**src/rtl/core/glpf_ram.sv**
```systemverilog
// Generic RAM with one write port and two registered read ports.
`timescale 1ns / 1ps

module glpf_ram #(
   parameter int WIDTH = 8,
   parameter int DEPTH = 16,
   localparam int AW = (DEPTH > 1) ? $clog2(DEPTH) : 1
) (
   input  logic             clock,
   input  logic             wr_en,
   input  logic [AW-1:0]    wr_addr,
   input  logic [WIDTH-1:0] wr_data,
   input  logic             rd_en,
   input  logic [AW-1:0]    rd_addr_a,
   input  logic [AW-1:0]    rd_addr_b,
   output logic [WIDTH-1:0] rd_data_a,
   output logic [WIDTH-1:0] rd_data_b
);

   logic [WIDTH-1:0] mem_ff [DEPTH];
   logic [WIDTH-1:0] rd_a_ff;
   logic [WIDTH-1:0] rd_b_ff;

   always_ff @(posedge clock) begin
      if (wr_en) begin
         mem_ff[wr_addr] <= wr_data;
      end
      if (rd_en) begin
         rd_a_ff <= mem_ff[rd_addr_a];
         rd_b_ff <= mem_ff[rd_addr_b];
      end
   end

   assign rd_data_a = rd_a_ff;
   assign rd_data_b = rd_b_ff;

endmodule

```
**config.mk**
```make
export PLATFORM = sky130hd
export DESIGN_NAME = glpf_ram
export DESIGN_NICKNAME = d
export VERILOG_FILES = /design/src/rtl/core/glpf_ram.sv
export SDC_FILE = /design/constraint.sdc
export NUM_CORES = 1
export LEC_CHECK = 0
export BUFFER_PORTS_ARGS = -buffer_cell sky130_fd_sc_hd__buf_2
export CAP_MARGIN = 30
export CORE_UTILIZATION = 61
export DETAILED_ROUTE_END_ITERATION = 7
export GPL_TIMING_DRIVEN = 0
export PLACE_DENSITY_LB_ADDON = 0.3
export SLEW_MARGIN = 15
export SYNTH_ARGS = -nofsm -noshare
export SYNTH_HDL_FRONTEND = slang
export SYNTH_SLANG_ARGS = --single-unit
```
**constraint.sdc**
```tcl
create_clock -name clock -period 2.3 [get_ports clock]
set_clock_uncertainty 0.15 [all_clocks]
set_input_delay 0.115 -clock clock [delete_from_list [all_inputs] [get_ports clock]]
set_output_delay 0.115 -clock clock [all_outputs]
set_load 0.03 [all_outputs]
```
Word-level counts from Yosys, hierarchy flattened
Memory sizes are Yosys's and may differ from the RTL's. A register that Yosys moved wholly into a read port is not among the register bits. Cells that the tools add are included.

Mux-type cells: 2.

Operator list (count): two-way mux 1 bit (2).

Memory bits (writable): 128. Output and inout bits: 16. Memories: 1. Register bits: 0. Word-level logic and storage cells: 3.

Memories: mem_ff (words 16, bits a word 8, rd ports 2, clocked after memory_dff 2, write ports 1, line 20) `logic [WIDTH-1:0] mem_ff [DEPTH];`.

Longest topological paths before layout
Depth after elaboration: 2. Depth in mapped cells: 5.

Worst setup path before layout
No wires, ideal clock.

Path type: input to register. From: input port wr_addr[2]. To: memory mem_ff[0][0] (enable). Data required time: 1.767 ns. Path slack: 0.542 ns. Buffers on the path: 0. Arrival: 1.225 ns. Stages on the path: 2. Path through: or3b_2 nor3_1.

RTL lines: from (decl) (line 11) `input logic [AW-1:0] wr_addr,`; to (decl) (line 20).

No word-level cell before the write port.

Worst setup path after layout
From: input port wr_addr[2]. To: memory mem_ff[0][1] (enable).

No word-level cell before the write port.

==> flow_metrics.tcl <==
set metrics [dict create \
    status "finished, violations left" \
    violations "negative hold slack" \
    ant_nets 0 \
    first_pass_iters 5 \
    h-tree-depth 4 \
    synth_cells 307 \
    worst-path-buf-inv 3 \
    ir_drop_uv 606 \
    coreArea_um2 10300 \
    num_vias 3746 \
    drv_slew 0 \
    synth_top_family_by_area "multiplexers" \
    gp_congestion 0.775 \
    p_leak_nw 2.65 \
    fill_cells 575 \
    grtUsageTotal_pct 31.2 \
    syn_area_per_cell_um2 21.2 \
    die_y_um 105 \
    slew_headroom_pct 35.3 \
    finish.instance_area_um2 7670 \
    ctsRootBufferMaster "clkbuf_8" \
    wl_per_cell_um 30.0 \
    slowest_stage "dlygate4sd3_1" \
    cts_tree "yes" \
    period_share_pct 90.1 \
    synth-compound-area-share_pct 3.69 \
    holdCritPathClass "in2reg" \
    clk_latency_ps 530 \
    muxShareOfSynthArea_pct 23.8 \
    place_area_um2 6910 \
    clock_sinks 144 \
    synth_simple_gate_area_share_pct 3.35 \
    diodes 0 \
    regArea_um2 4320 \
    die_w_um 105 \
    fin_crit_ps 2070 \
    clk_pin_slew_ps 60 \
    ys_warn_count 0 \
    crit_path_frequent_cell "dlygate4sd3_1" \
    yosys.area_share.xor_xnor_pct 0 \
    start_util_pct 63.0 \
    grt_max_degree 17 \
    antenna_found_initial 0 \
    criticalPathCategory "in2reg" \
    final_cells 532 \
    setup_viol 0 \
    cp_data_required_time_ps 2380 \
    worst-slew-pin-transition_ps 967 \
    critical-path-max-stage-delay_ps 680 \
    power.density_nw_per_um2 818 \
    cts_setup_buffers 0 \
    placementRows 37 \
    vias_per_cell 7.04 \
    portBuffers 36 \
    cp_top_family "buffers and inverters" \
    area_growth_pct 17.9 \
    drt_iter0_markers 506 \
    nNetsFinal 406 \
    drcViolationCount 0 \
    multi_input_area_um2 2030 \
    totalWireLength_um 15900 \
    synth_cell_type_count 19 \
    grt_pass1_wl_um 23400 \
    io_pins 39 \
    gr-total-overflow 0 \
    grt_pass1_vias 3874 \
    hold_viol_final 2 \
    syn-num-nets 330 \
    rsz0062_at_grt "false" \
    cap_violations 0 \
    cp.arrival_ps 2150 \
    synthAdderAreaFrac_pct 0 \
    drive_above_1_share_pct 33.8 \
    ys_seq_area_share_pct 66.5 \
    cts_inserted_buffers 17 \
    synth_area_um2 6510 \
    cp_max_fo 4 \
    cts.path.max_buffers 2 \
    synth_seq_cells 144 \
    dp_cells 483 \
    hold_slack_ps -5.47 \
    r2r_setup_slack_ps 520 \
    worstSetupEndpointType "flip-flop" \
    crit_chain "dlygate4sd3_1 -> buf_2 -> or3b_2 -> nor3_2 -> dlygate4sd3_1" \
    max_freq_mhz 483 \
    critPathLaunchType "input port" \
    dp_hpwl_um 9990 \
    die-area_um2 11100 \
]
-- report_power, final --
group          switching [mW]  internal (mW)
registers              0.0292           2.97
clock network            1.09           1.66
logic                   0.301          0.221
-- tightest hold or removal path, stage by stage --
cell and delay (ps):
buf_2 120, nand3_1 130, nor2_1 120
-- cell usage after synthesis --
master	count	area [um2]
a22oi_1	32	240
and2_1	2	12.5
and2b_1	2	15.0
buf_2	6	30.0
buf_4	2	15.0
buf_6	6	67.6
clkdlybuf4s25_2	6	60.1
edfxtp_1	144	4320
mux4_1	28	736
mux4_2	34	766
mux4_4	2	50.1
nand2_1	17	63.8
nand2b_1	2	12.5
nand3_1	1	5.00
nand3b_1	2	15.0
nor2_1	14	52.6
nor2b_1	2	12.5
nor3_1	4	20.0
or3b_2	1	8.76
-- kinds of logic after synthesis --
group	Yosys count
DFF	144
buffers and inverters	20
muxes	64
AOI/OAI and AO/OA	32
and+or+nand+nor	47
-- metrics by stage --
stage          worst slack (ps)  TNS, ps  power [mW]  util, %
2_1_floorplan               542        0        3.36        -
3_3_place_gp               -241    -1920        3.52     66.4
3_5_place_dp                300        0        3.54     66.9
4_1_cts                     259        0        6.28     74.2
5_1_grt                     191        0        6.43     74.3
6_report                    229        0        6.27     74.3
-- per-layer routing --
metal,global-route usage (%),up-vias,share of wire (%)
li1,-,1517,-
met2,51.1,268,52
met1,39.5,1916,35
met5,0,-,0
met4,16.4,0,3.9
met3,7.24,45,9.1
-- registers in the layout, summed over array words and instances (netlist names) --
register   count
mem_ff       128
rd_data_a      8
rd_data_b      8
-- area by class of cell --
type,instances,share of cell area [%]
clock buffers,17,5.40
multi-input cells,143,26.5
clock inverters,15,2.41
well taps,136,2.22
repair buffers,57,4.89
flip-flops and latches,144,56.4
plain buffers,20,2.25
-- final timing paths --
path	from	to	depth (start not counted)
max	wr_addr[2]	mem_ff[0][1]$_DFFE_PP_	5
min	wr_en	mem_ff[15][2]$_DFFE_PP_	3
max reg2reg	mem_ff[11][0]$_DFFE_PP_	rd_data_a[0]$_DFFE_PP_	3
min reg2reg	mem_ff[14][3]$_DFFE_PP_	rd_data_a[3]$_DFFE_PP_	3
-- what timing repair did --
action | 4_1_cts | 5_1_grt
hold buffers | 15 | 0
endpoints found under the hold margin | 169 | 0
resized for setup | 0 | 0
-- layout by cell type, fill, tap and decap left out, types with 2 or more instances in the layout --
cell / netlist / routed
mux4_2: 34 / 34
nand3b_1: 2 / 2
nor3_2: 0 / 4
inv_6: 0 / 3
clkinvlp_4: 0 / 4
and2b_1: 2 / 2
nor2_1: 14 / 14
clkbuf_16: 0 / 16
nand2_1: 17 / 17
mux4_1: 28 / 28
dlygate4sd3_1: 0 / 15
buf_2: 6 / 42
edfxtp_1: 144 / 144
clkinv_4: 0 / 4
clkdlybuf4s25_2: 6 / 6
nor2b_1: 2 / 2
buf_4: 2 / 8
and2_1: 2 / 2
nand2b_1: 2 / 2
bufinv_16: 0 / 3
a22oi_1: 32 / 32
buf_6: 6 / 6
mux4_4: 2 / 2
Power figures use the tool's default switching activity.
